--- config.mk ---
export PLATFORM = sky130hd
export DESIGN_NAME = strict_priority_cell_multiplexer_top
export DESIGN_NICKNAME = d
export VERILOG_FILES = /design/src/rtl/core/spcm_pkg.sv /design/src/rtl/core/spcm_ram.sv /design/src/rtl/core/spcm_rem.sv /design/src/rtl/core/strict_priority_cell_multiplexer_top.sv
export SDC_FILE = /design/constraint.sdc
export NUM_CORES = 2
export LEC_CHECK = 0
export BUFFER_PORTS_ARGS = -buffer_cell sky130_fd_sc_hd__buf_2
export CORE_UTILIZATION = 60
export CTS_CLUSTER_DIAMETER = 100
export CTS_CLUSTER_SIZE = 16
export DETAILED_ROUTE_END_ITERATION = 8
export PLACE_DENSITY = 0.87
export SLEW_MARGIN = 0
export SYNTH_ARGS = -nofsm -noshare
export SYNTH_HDL_FRONTEND = slang
export SYNTH_HIERARCHICAL = 1
export SYNTH_SLANG_ARGS = --single-unit
--- constraint.sdc ---
create_clock -name i_clk -period 8 [get_ports i_clk]
set_input_delay 0.8 -clock i_clk [delete_from_list [all_inputs] [get_ports i_clk]]
set_output_delay 0.8 -clock i_clk [all_outputs]
set_load 0.01 [all_outputs]
--- src/rtl/core/spcm_pkg.sv ---
// Shared types, constants and helpers for the strict-priority cell multiplexer.
// No dependencies.
`timescale 1ns / 1ps
package spcm_pkg;

    localparam int NUM_PRIO      = 4;
    localparam int PRIO_W        = 2;
    localparam int MAX_CHANNELS  = 128;
    localparam int VCI_W         = 7;
    localparam int QUEUE_DEPTH   = 16;
    localparam int QPTR_W        = 4;
    localparam int QCNT_W        = 5;
    localparam int SLOT_ARRIVALS = 8;
    localparam int ABUF_IDX_W    = 3;
    localparam int ACNT_W        = 4;
    localparam int TAG_W         = 16;
    localparam int STAG_W        = TAG_W + PRIO_W;
    localparam int QADDR_W       = PRIO_W + QPTR_W;
    localparam int CFG_IDX_W     = 3;
    localparam int CFG_DATA_W    = 8;

    localparam logic [1:0] KIND_CELL = 2'd0;
    localparam logic [1:0] KIND_TICK = 2'd1;
    localparam logic [1:0] KIND_MAP  = 2'd2;

    localparam logic [CFG_IDX_W-1:0] REG_SERVICE_TIME = 3'd0;
    localparam logic [CFG_IDX_W-1:0] REG_SYNC_MODE    = 3'd1;
    localparam logic [CFG_IDX_W-1:0] REG_LIMIT_PRIO0  = 3'd2;
    localparam logic [CFG_IDX_W-1:0] REG_LIMIT_PRIO1  = 3'd3;
    localparam logic [CFG_IDX_W-1:0] REG_LIMIT_PRIO2  = 3'd4;
    localparam logic [CFG_IDX_W-1:0] REG_LIMIT_PRIO3  = 3'd5;

    localparam logic EV_DEPART = 1'b0;
    localparam logic EV_DROP   = 1'b1;

    typedef struct packed {
        logic [1:0]        kind;
        logic [VCI_W-1:0]  vci;
        logic [TAG_W-1:0]  cell_tag;
        logic [PRIO_W-1:0] prio_value;
    } t_in_item;

    typedef struct packed {
        logic              event_kind;
        logic [TAG_W-1:0]  out_tag;
        logic [PRIO_W-1:0] out_prio;
        logic              last;
    } t_out_item;

    typedef enum logic [1:0] {
        SRV_IDLE,
        SRV_SERVE,
        SRV_SYNC
    } t_srv_mode;

    typedef enum logic [2:0] {
        ST_IDLE,
        ST_LOOK,
        ST_MOD,
        ST_ARR,
        ST_TIME,
        ST_DEQ,
        ST_FLUSH
    } t_state;

    typedef struct packed {
        logic       start;
        logic [7:0] dividend;
        logic [7:0] divisor;
    } t_rem_req;

    typedef struct packed {
        logic       done;
        logic [7:0] rem;
    } t_rem_rsp;

    function automatic logic [QCNT_W-1:0] cap_of(input logic [QCNT_W-1:0] lim);
        logic [QCNT_W-1:0] c;
        c = lim;
        if (c < QCNT_W'(1)) c = QCNT_W'(1);
        if (c > QCNT_W'(QUEUE_DEPTH)) c = QCNT_W'(QUEUE_DEPTH);
        return c;
    endfunction

endpackage

--- src/rtl/core/spcm_ram.sv ---
// Generic simple dual-port RAM: one write port, one registered read port.
// No dependencies.
`timescale 1ns / 1ps
module spcm_ram #(
    parameter int WIDTH = 16,
    parameter int DEPTH = 64
) (
    input  logic                     i_clk,
    input  logic                     i_we,
    input  logic [$clog2(DEPTH)-1:0] i_waddr,
    input  logic [WIDTH-1:0]         i_wdata,
    input  logic [$clog2(DEPTH)-1:0] i_raddr,
    output logic [WIDTH-1:0]         o_rdata
);

    logic [WIDTH-1:0] r_mem [DEPTH];
    logic [WIDTH-1:0] r_rdata;

    always_ff @(posedge i_clk) begin
        if (i_we) begin
            r_mem[i_waddr] <= i_wdata;
        end
        r_rdata <= r_mem[i_raddr];
    end

    assign o_rdata = r_rdata;

endmodule

--- src/rtl/core/spcm_rem.sv ---
// Bit-serial restoring remainder unit, 8-bit operands, one bit per cycle.
// Depends on spcm_pkg.
`timescale 1ns / 1ps
module spcm_rem (
    input  logic               i_clk,
    input  logic               i_rst_n,
    input  spcm_pkg::t_rem_req i_req,
    output spcm_pkg::t_rem_rsp o_rsp
);

    logic       r_busy, r_done;
    logic [2:0] r_cnt;
    logic [7:0] r_rem, r_dvd, r_dsr;
    logic [8:0] trial;

    always_comb begin
        trial = {r_rem, r_dvd[7]};
        if (trial >= {1'b0, r_dsr}) begin
            trial = trial - {1'b0, r_dsr};
        end
    end

    always_ff @(posedge i_clk) begin
        if (!i_rst_n) begin
            r_busy <= 1'b0;
            r_done <= 1'b0;
            r_cnt  <= '0;
        end else begin
            r_done <= 1'b0;
            if (i_req.start) begin
                r_busy <= 1'b1;
                r_cnt  <= '0;
                r_rem  <= '0;
                r_dvd  <= i_req.dividend;
                r_dsr  <= i_req.divisor;
            end else if (r_busy) begin
                r_rem <= trial[7:0];
                r_dvd <= {r_dvd[6:0], 1'b0};
                r_cnt <= r_cnt + 3'd1;
                if (r_cnt == 3'd7) begin
                    r_busy <= 1'b0;
                    r_done <= 1'b1;
                end
            end
        end
    end

    assign o_rsp.done = r_done;
    assign o_rsp.rem  = r_rem;

endmodule

--- src/rtl/core/strict_priority_cell_multiplexer_top.sv ---
// Top level of the strict-priority cell multiplexer: sequencer, queues, map.
// Depends on spcm_pkg, spcm_ram, spcm_rem.
`timescale 1ns / 1ps
// Usage:
//   Input channel (i_in_valid / o_in_stall / i_in_data) takes one request at a
//   time: a cell arrival, a slot tick or a priority map write. o_in_stall is
//   high while a request is being worked on.
//   Work per request: a map write needs nothing further; an arrival adds a map
//   read, and a dropped arrival also hands over its result; a tick runs the
//   bit-serial slot phase remainder, takes the buffered arrivals in turn, does the
//   server update and any dequeue read, then hands over the last result.
//   Results (drops, departures) leave through o_out_valid / i_out_stall /
//   o_out_data, one register deep behind a one-entry hold, so a result is
//   flagged last only once the request is finished. A stalled receiver holds
//   the sequencer at the next result it must produce.
//   Configuration writes (i_cfg_valid / o_cfg_ready) are always taken; write
//   only while idle.
//   Reset: queues empty, server idle, map reads as highest priority through
//   per-entry valid bits, registers at their defaults. No clearing pass.
module strict_priority_cell_multiplexer_top (
    input  logic                                i_clk,
    input  logic                                i_rst_n,
    input  logic                                i_in_valid,
    output logic                                o_in_stall,
    input  spcm_pkg::t_in_item                  i_in_data,
    output logic                                o_out_valid,
    input  logic                                i_out_stall,
    output spcm_pkg::t_out_item                 o_out_data,
    input  logic                                i_cfg_valid,
    output logic                                o_cfg_ready,
    input  logic [spcm_pkg::CFG_IDX_W-1:0]      i_cfg_index,
    input  logic [spcm_pkg::CFG_DATA_W-1:0]     i_cfg_data
);

    localparam int PW = spcm_pkg::PRIO_W;
    localparam int CW = spcm_pkg::QCNT_W;
    localparam int HW = spcm_pkg::QPTR_W;
    localparam int NP = spcm_pkg::NUM_PRIO;
    localparam int NA = spcm_pkg::SLOT_ARRIVALS;
    localparam int AW = spcm_pkg::ACNT_W;

    spcm_pkg::t_state    r_state, n_state;
    spcm_pkg::t_srv_mode r_mode, n_mode;

    logic [7:0]    r_st_time;
    logic          r_sync;
    logic [CW-1:0] r_lim [NP];

    logic [HW-1:0] r_qhead [NP], n_qhead [NP];
    logic [CW-1:0] r_qcnt  [NP], n_qcnt  [NP];

    logic [spcm_pkg::STAG_W-1:0] r_abuf [NA];
    logic [AW-1:0]  r_acount, n_acount;
    logic [PW-1:0]  r_top, n_top;
    logic [spcm_pkg::STAG_W-1:0] r_stag, n_stag;
    logic [7:0]     r_cd, n_cd, r_phase, n_phase, r_dd, n_dd;
    logic [AW-1:0]  r_idx, n_idx;
    logic [PW-1:0]  r_dq, n_dq;
    spcm_pkg::t_in_item  r_req;
    spcm_pkg::t_out_item r_hold, n_hold, r_out, n_out;
    logic           r_hold_v, n_hold_v, r_out_v, n_out_v;
    logic [spcm_pkg::MAX_CHANNELS-1:0] r_map_vld;
    logic           r_look_vld;

    logic           abuf_we;
    logic [spcm_pkg::STAG_W-1:0] abuf_wdata;
    logic           map_we;
    logic [PW-1:0]  map_rdata;
    logic           q_we;
    logic [spcm_pkg::QADDR_W-1:0] q_waddr, q_raddr;
    logic [spcm_pkg::TAG_W-1:0]   q_wdata, q_rdata;
    spcm_pkg::t_rem_req rem_req;
    spcm_pkg::t_rem_rsp rem_rsp;

    logic [7:0]    st;
    logic          can_emit, want_emit, go;
    spcm_pkg::t_out_item emit_item;
    logic [spcm_pkg::STAG_W-1:0] ent;
    logic [PW-1:0] ent_p, look_p, hq;
    logic          fits, direct, any_q, expire;
    logic [7:0]    cd_dec;

    assign o_in_stall  = (r_state != spcm_pkg::ST_IDLE);
    assign o_cfg_ready = 1'b1;
    assign o_out_valid = r_out_v;
    assign o_out_data  = r_out;

    assign st       = (r_st_time == 8'd0) ? 8'd1 : r_st_time;
    assign can_emit = !r_hold_v || !r_out_v || !i_out_stall;

    spcm_ram #(.WIDTH(PW), .DEPTH(spcm_pkg::MAX_CHANNELS)) u_map (
        .i_clk   (i_clk),
        .i_we    (map_we),
        .i_waddr (i_in_data.vci),
        .i_wdata (i_in_data.prio_value),
        .i_raddr (i_in_data.vci),
        .o_rdata (map_rdata)
    );

    spcm_ram #(.WIDTH(spcm_pkg::TAG_W), .DEPTH(NP * spcm_pkg::QUEUE_DEPTH)) u_queue (
        .i_clk   (i_clk),
        .i_we    (q_we),
        .i_waddr (q_waddr),
        .i_wdata (q_wdata),
        .i_raddr (q_raddr),
        .o_rdata (q_rdata)
    );

    spcm_rem u_rem (
        .i_clk   (i_clk),
        .i_rst_n (i_rst_n),
        .i_req   (rem_req),
        .o_rsp   (rem_rsp)
    );

    always_comb begin
        ent    = r_abuf[r_idx[spcm_pkg::ABUF_IDX_W-1:0]];
        ent_p  = ent[spcm_pkg::STAG_W-1:spcm_pkg::TAG_W];
        look_p = r_look_vld ? map_rdata : PW'(NP - 1);
        fits   = r_qcnt[ent_p] < spcm_pkg::cap_of(r_lim[ent_p]);
        direct = (r_mode == spcm_pkg::SRV_IDLE) && (ent_p == r_top);
        cd_dec = (r_cd != 8'd0) ? r_cd - 8'd1 : 8'd0;
        expire = (r_mode != spcm_pkg::SRV_IDLE) && (cd_dec == 8'd0);
        hq     = '0;
        any_q  = 1'b0;
        for (int q = 0; q < NP; q++) begin
            if (r_qcnt[q] != '0) begin
                hq    = PW'(q);
                any_q = 1'b1;
            end
        end
    end

    always_comb begin
        n_state    = r_state;
        n_mode     = r_mode;
        n_qhead    = r_qhead;
        n_qcnt     = r_qcnt;
        n_acount   = r_acount;
        n_top      = r_top;
        n_stag     = r_stag;
        n_cd       = r_cd;
        n_phase    = r_phase;
        n_dd       = r_dd;
        n_idx      = r_idx;
        n_dq       = r_dq;
        n_hold     = r_hold;
        n_hold_v   = r_hold_v;
        n_out      = r_out;
        n_out_v    = r_out_v;
        abuf_we    = 1'b0;
        abuf_wdata = {look_p, r_req.cell_tag};
        map_we     = 1'b0;
        q_we       = 1'b0;
        q_waddr    = {ent_p, r_qhead[ent_p] + r_qcnt[ent_p][HW-1:0]};
        q_wdata    = ent[spcm_pkg::TAG_W-1:0];
        q_raddr    = {hq, r_qhead[hq]};
        rem_req.start    = 1'b0;
        rem_req.dividend = r_phase;
        rem_req.divisor  = st;
        want_emit  = 1'b0;
        emit_item  = '0;

        if (r_out_v && !i_out_stall) begin
            n_out_v = 1'b0;
        end

        unique case (r_state)
            spcm_pkg::ST_IDLE: begin
                if (i_in_valid) begin
                    unique case (i_in_data.kind)
                        spcm_pkg::KIND_CELL: n_state = spcm_pkg::ST_LOOK;
                        spcm_pkg::KIND_TICK: begin
                            rem_req.start = 1'b1;
                            n_state       = spcm_pkg::ST_MOD;
                        end
                        spcm_pkg::KIND_MAP: map_we = 1'b1;
                        default: ;
                    endcase
                end
            end
            spcm_pkg::ST_LOOK: begin
                if (r_acount >= AW'(NA)) begin
                    want_emit = 1'b1;
                    emit_item = '{spcm_pkg::EV_DROP, r_req.cell_tag, look_p, 1'b0};
                    n_state   = spcm_pkg::ST_FLUSH;
                end else begin
                    abuf_we  = 1'b1;
                    n_acount = r_acount + AW'(1);
                    if (look_p > r_top) n_top = look_p;
                    n_state  = spcm_pkg::ST_IDLE;
                end
            end
            spcm_pkg::ST_MOD: begin
                if (rem_rsp.done) begin
                    n_dd    = rem_rsp.rem;
                    n_idx   = '0;
                    n_state = spcm_pkg::ST_ARR;
                end
            end
            spcm_pkg::ST_ARR: begin
                if (r_idx == r_acount) begin
                    n_state = spcm_pkg::ST_TIME;
                end else begin
                    n_idx = r_idx + AW'(1);
                    if (direct && !(r_sync && r_dd != 8'd0)) begin
                        n_stag = ent;
                        n_mode = spcm_pkg::SRV_SERVE;
                        n_cd   = st;
                    end else if (fits) begin
                        q_we          = 1'b1;
                        n_qcnt[ent_p] = r_qcnt[ent_p] + CW'(1);
                        if (direct) begin
                            n_mode = spcm_pkg::SRV_SYNC;
                            n_cd   = st - r_dd;
                        end
                    end else begin
                        want_emit = 1'b1;
                        emit_item = '{spcm_pkg::EV_DROP, ent[spcm_pkg::TAG_W-1:0], ent_p, 1'b0};
                    end
                end
            end
            spcm_pkg::ST_TIME: begin
                n_acount = '0;
                n_top    = '0;
                n_phase  = ({1'b0, r_phase} + 9'd1 >= {1'b0, st}) ? 8'd0 : r_phase + 8'd1;
                n_state  = spcm_pkg::ST_FLUSH;
                if (r_mode != spcm_pkg::SRV_IDLE) n_cd = cd_dec;
                if (expire) begin
                    if (r_mode == spcm_pkg::SRV_SERVE) begin
                        want_emit = 1'b1;
                        emit_item = '{spcm_pkg::EV_DEPART, r_stag[spcm_pkg::TAG_W-1:0],
                                      r_stag[spcm_pkg::STAG_W-1:spcm_pkg::TAG_W], 1'b0};
                    end
                    if (any_q) begin
                        n_dq    = hq;
                        n_state = spcm_pkg::ST_DEQ;
                    end else begin
                        n_mode = spcm_pkg::SRV_IDLE;
                    end
                end
            end
            spcm_pkg::ST_DEQ: begin
                n_stag        = {r_dq, q_rdata};
                n_mode        = spcm_pkg::SRV_SERVE;
                n_cd          = st;
                n_qhead[r_dq] = r_qhead[r_dq] + HW'(1);
                n_qcnt[r_dq]  = r_qcnt[r_dq] - CW'(1);
                n_state       = spcm_pkg::ST_FLUSH;
            end
            spcm_pkg::ST_FLUSH: begin
                if (!r_hold_v) begin
                    n_state = spcm_pkg::ST_IDLE;
                end else if (!r_out_v || !i_out_stall) begin
                    n_out      = r_hold;
                    n_out.last = 1'b1;
                    n_out_v    = 1'b1;
                    n_hold_v   = 1'b0;
                    n_state    = spcm_pkg::ST_IDLE;
                end
            end
            default: n_state = spcm_pkg::ST_IDLE;
        endcase

        go = !want_emit || can_emit;
        if (!go) begin
            n_state  = r_state;
            n_mode   = r_mode;
            n_qhead  = r_qhead;
            n_qcnt   = r_qcnt;
            n_acount = r_acount;
            n_top    = r_top;
            n_stag   = r_stag;
            n_cd     = r_cd;
            n_phase  = r_phase;
            n_idx    = r_idx;
            n_dq     = r_dq;
            q_we     = 1'b0;
        end else if (want_emit) begin
            if (r_hold_v) begin
                n_out   = r_hold;
                n_out_v = 1'b1;
            end
            n_hold   = emit_item;
            n_hold_v = 1'b1;
        end
    end

    always_ff @(posedge i_clk) begin
        if (!i_rst_n) begin
            r_state    <= spcm_pkg::ST_IDLE;
            r_mode     <= spcm_pkg::SRV_IDLE;
            r_st_time  <= 8'd1;
            r_sync     <= 1'b0;
            r_acount   <= '0;
            r_top      <= '0;
            r_stag     <= '0;
            r_cd       <= '0;
            r_phase    <= '0;
            r_idx      <= '0;
            r_hold_v   <= 1'b0;
            r_out_v    <= 1'b0;
            r_map_vld  <= '0;
            for (int q = 0; q < NP; q++) begin
                r_lim[q]   <= CW'(1);
                r_qhead[q] <= '0;
                r_qcnt[q]  <= '0;
            end
        end else begin
            r_state  <= n_state;
            r_mode   <= n_mode;
            r_acount <= n_acount;
            r_top    <= n_top;
            r_stag   <= n_stag;
            r_cd     <= n_cd;
            r_phase  <= n_phase;
            r_idx    <= n_idx;
            r_hold_v <= n_hold_v;
            r_out_v  <= n_out_v;
            r_qhead  <= n_qhead;
            r_qcnt   <= n_qcnt;
            if (map_we) r_map_vld[i_in_data.vci] <= 1'b1;
            if (i_cfg_valid) begin
                unique case (i_cfg_index)
                    spcm_pkg::REG_SERVICE_TIME: r_st_time <= i_cfg_data;
                    spcm_pkg::REG_SYNC_MODE:    r_sync    <= i_cfg_data[0];
                    spcm_pkg::REG_LIMIT_PRIO0:  r_lim[0]  <= i_cfg_data[CW-1:0];
                    spcm_pkg::REG_LIMIT_PRIO1:  r_lim[1]  <= i_cfg_data[CW-1:0];
                    spcm_pkg::REG_LIMIT_PRIO2:  r_lim[2]  <= i_cfg_data[CW-1:0];
                    spcm_pkg::REG_LIMIT_PRIO3:  r_lim[3]  <= i_cfg_data[CW-1:0];
                    default: ;
                endcase
            end
        end
    end

    always_ff @(posedge i_clk) begin
        if (r_state == spcm_pkg::ST_IDLE && i_in_valid) r_req <= i_in_data;
        r_look_vld <= r_map_vld[i_in_data.vci];
        r_dd   <= n_dd;
        r_dq   <= n_dq;
        r_hold <= n_hold;
        r_out  <= n_out;
        if (abuf_we) r_abuf[r_acount[spcm_pkg::ABUF_IDX_W-1:0]] <= abuf_wdata;
    end

    a_hold_empty_idle: assert property (@(posedge i_clk) disable iff (!i_rst_n)
        r_state == spcm_pkg::ST_IDLE |-> !r_hold_v)
        else $error("result left in hold while idle");

    a_busy_has_count: assert property (@(posedge i_clk) disable iff (!i_rst_n)
        (r_state == spcm_pkg::ST_IDLE && r_mode != spcm_pkg::SRV_IDLE) |-> r_cd != 8'd0)
        else $error("busy server with zero countdown");

    a_slot_bound: assert property (@(posedge i_clk) disable iff (!i_rst_n)
        r_acount <= AW'(NA))
        else $error("slot buffer overrun");

    a_tick_clears: assert property (@(posedge i_clk) disable iff (!i_rst_n)
        (r_state == spcm_pkg::ST_TIME && n_state != spcm_pkg::ST_TIME) |=> r_acount == '0)
        else $error("slot buffer not cleared by tick");

endmodule
==> impl_metrics.json <==
{
  "run_status": "complete, no violations",
  "path_max_fanout": 29,
  "die-height_um": 350,
  "switch_share_pct": 26.2,
  "power.static_leakage_nw": 24.6,
  "detailedPlace.worstSlack_ns": 2.21,
  "grt_antenna_before_repair": 5,
  "cts_setup_buffers": 0,
  "arrival_ns": 6.44,
  "tritoncts": "done",
  "timing.final.ws_setup_ns": 2.01,
  "die_width_um": 350,
  "power_per_cell_area_mw_per_mm2": 253,
  "timing.critical_path.cells": "buf_4 > mux4_2 > inv_2 > and3_1 > a31oi_1 > inv_1 > nand2_1 > ha_1 > a21oi_1 > nor2b_1 > o21ai_0 > or4b_4 > nor3_1 > buf_4 > nor2b_1 > nand2_1 > nor2_1 > buf_4",
  "vias": 43100,
  "vdd_ir_max_uv": 240,
  "tns_ns": 0,
  "switching_power_mw": 5.20,
  "hold_viol": 0,
  "cts_resized": 0,
  "combPwrFrac_pct": 13.1,
  "antenna_violating_nets_post_route": 0,
  "clock_pin_transition_on_the_worst_setup_and_hold_timing_paths_ns": 0.07,
  "final_setup_violations": 0,
  "cpLargestDelayFamily": "simple AND/OR/NAND/NOR gates",
  "power.sequential.fraction_pct": 56.0,
  "grt_max_degree": 148,
  "netlist.top_cell.by_area": "sky130_fd_sc_hd__edfxtp_1",
  "average_routed_wire_per_standard_cell_um": 28.3,
  "core_box_area_mm2": 0.120,
  "final_layout_size_suffix_gt1_share_pct": 16.4,
  "grt_pass1_vias": 42400,
  "internal_power_mw": 14.7,
  "rsz_0062_raised_after_global_routing": "no",
  "synth_area_mm2": 0.0728,
  "synth.mux.area_fraction_pct": 13.1,
  "floorplan.die_area_mm2": 0.123,
  "detailed_placement_hpwl_mm": 101,
  "yosys-top-cells-count": "sky130_fd_sc_hd__edfxtp_1, sky130_fd_sc_hd__nor2_1, sky130_fd_sc_hd__mux4_2",
  "crit_slowest_cell": "sky130_fd_sc_hd__mux4_2",
  "ios": 66,
  "cts-hold-fix-buffers": 0,
  "fraction_of_registers_with_async_set_reset_pct": 0,
  "worst_hold_path_type": "in2reg",
  "final_net_count": 4726,
  "grt_overflow": 0,
  "global_route.usage.total_pct": 29.2,
  "synth_compound_gate_area_share_pct": 5.20,
  "critical-path-max-stage-delay_ns": 0.84,
  "clock_tree.htree_level_count": 4,
  "worst_setup_path_start_kind": "flip-flop",
  "cp_common_cell": "sky130_fd_sc_hd__buf_4",
  "portion_of_total_power_attributed_to_the_clock_network_pct": 30.9,
  "hold_path.startpoint": "i_in_data[8]",
  "clock_sink_count": 1784,
  "synth_enable_flop_cells": 1532,
  "synthesis.instances": 4572,
  "drtPass1Iterations": 6,
  "timing.fmax_mhz": 167,
  "port-buffer-count": 64,
  "synth.avg_cell_area_um2": 15.9,
  "synth.yosys.seq_area_share_pct": 70.1,
  "rrSetupSlack_ns": 2.01,
  "maximum_clock_path_buffer_count": 3,
  "drc_errors": 0,
  "postPlaceCellArea_mm2": 0.0748,
  "min_period_ns": 5.99,
  "timing.max_slew.rel_slack_pct": 18.2,
  "worst-slew-pin-transition_ns": 1.23,
  "crit_buf_inv": 5,
  "synth-xor-area-share_pct": 0.433,
  "initialDrtViolationCount": 6594,
  "grt_first_pass_wirelength_mm": 265,
  "path_class": "reg2reg",
  "yosys.area_share.simple_pct": 8.08,
  "ctsRootBufferMaster": "sky130_fd_sc_hd__clkbuf_16",
  "worstHoldPathCells": 1,
  "synth.area.top_cells": "sky130_fd_sc_hd__edfxtp_1, sky130_fd_sc_hd__mux4_2, sky130_fd_sc_hd__dfxtp_1",
  "synth.net_count": 4661,
  "timing.clock.skew_ns": 0.0721,
  "route.detailed.vias_per_inst": 6.83,
  "combinational_family_with_the_most_area_after_synthesis": "multiplexers",
  "rr_worst_depth": 18,
  "insertion_delay_ns": 0.77,
  "cp-end-kind": "flip-flop",
  "postSynthRegisterBits": 1784,
  "maxCapViolCount": 0,
  "detail_route.wirelength_mm": 179,
  "synth_top_flop_cell": "sky130_fd_sc_hd__edfxtp_1",
  "initial_utilization_pct": 60.6,
  "yosys.cell_types.count": 93,
  "placementRows": 127,
  "area_growth_syn_to_layout_pct": 7.86,
  "data_required_time_of_the_worst_path_ns": 8.45,
  "yosys.area_share.adder_pct": 0.822,
  "finish.instance_area_mm2": 0.0785,
  "synth_most_common_cell": "sky130_fd_sc_hd__edfxtp_1",
  "critical_path_depth": 18,
  "routabilityCongestion": 0.919,
  "yosysWarningCount": 6,
  "cts_made_buffers": 130,
  "final-max-slew-violation-count": 0,
  "period_share_pct": 74.9,
  "synth.top_cell.area_share_pct": 63.2
}
## per-layer routing
| layer | GRT usage (%) | wire length [µm] | vias up |
|---|---|---|---|
| met5 | 0 | 25 | - |
| met4 | 13.8 | 9640 | 4 |
| met3 | 5.78 | 20200 | 611 |
| met2 | 47.5 | 86000 | 3377 |
| met1 | 38.1 | 62800 | 21300 |
| li1 | - | - | 17800 |
## final timing paths
check | endpoint
max | u_queue/r_mem[34][7]$_DFFE_PP_
min | abuf_wdata[6]$_DFFE_PP_
max reg2reg | u_queue/r_mem[34][7]$_DFFE_PP_
min reg2reg | r_map_vld[24]$_SDFFE_PN0P_
## power groups by stage
stage	registers, mW	logic, mW	clock network (mW)
2_1_floorplan	11.2	1.49	0
3_3_place_gp	11.3	2.43	0
3_5_place_dp	11.3	2.53	0
4_1_cts	11.1	2.55	6.19
5_1_grt	11.1	2.74	6.49
6_report	11.1	2.61	6.14
## flip-flops by register name (all words and copies together), names as in the netlist, 8 cells and up, named ones only
register	flops
r_dd	8
u_queue/r_mem	1024
u_rem/r_rem	8
r_abuf	144
u_rem/r_dsr	8
u_queue/o_rdata	16
r_map_vld	128
r_hold	19
u_rem/r_dvd	8
r_qhead	16
r_qcnt	20
r_lim	20
r_cd	8
abuf_wdata	16
u_map/r_mem	256
r_st_time	8
r_phase	8
r_stag	18
## area by class of cell
type,instances,area (µm²)
inverter,48,185
clock buffer,183,3520
tap,1612,2020
multi-input combinational,2480,20200
sequential,1784,51100
clock inverter,12,166
fill,7614,41600
antenna,1,2.50
timing repair buffer,193,1340
## kinds of logic (layout without fill, tap and decap cells)
kind of cell    count (synthesis)  in the layout
mux                           534            534
flops                        1784           1784
other cells                     1              2
xor+xnor                       36             36
simple gates                 1332           1332
buf+inv                       308            436
compound gates                531            531
fa+ha+maj                      46             46
## metrics by stage
step                hold WS, ns  util, %  std cells  total power, mW
floorplan                 0.440        -       4572             12.7
global placement          0.449     62.3       6117             13.7
detailed placement        0.458     62.3       6117             13.8
CTS                       0.179     65.3       6312             19.9
global route              0.196     65.3       6312             20.4
finish                    0.213     65.4       6313             19.9
## cells in the final DEF, fill, tap and decap left out, types with 61 or more instances in the layout
cell type	instances
sky130_fd_sc_hd__nor2_1	720
sky130_fd_sc_hd__mux2i_1	144
sky130_fd_sc_hd__mux4_2	317
sky130_fd_sc_hd__edfxtp_1	1532
sky130_fd_sc_hd__nand2_1	246
sky130_fd_sc_hd__mux2_2	61
sky130_fd_sc_hd__buf_2	62
sky130_fd_sc_hd__a22oi_1	122
sky130_fd_sc_hd__buf_4	127
sky130_fd_sc_hd__dfxtp_1	250
sky130_fd_sc_hd__a21oi_1	100
sky130_fd_sc_hd__nand3_1	70
sky130_fd_sc_hd__clkbuf_16	133
(Power assumes the default switching activity.)
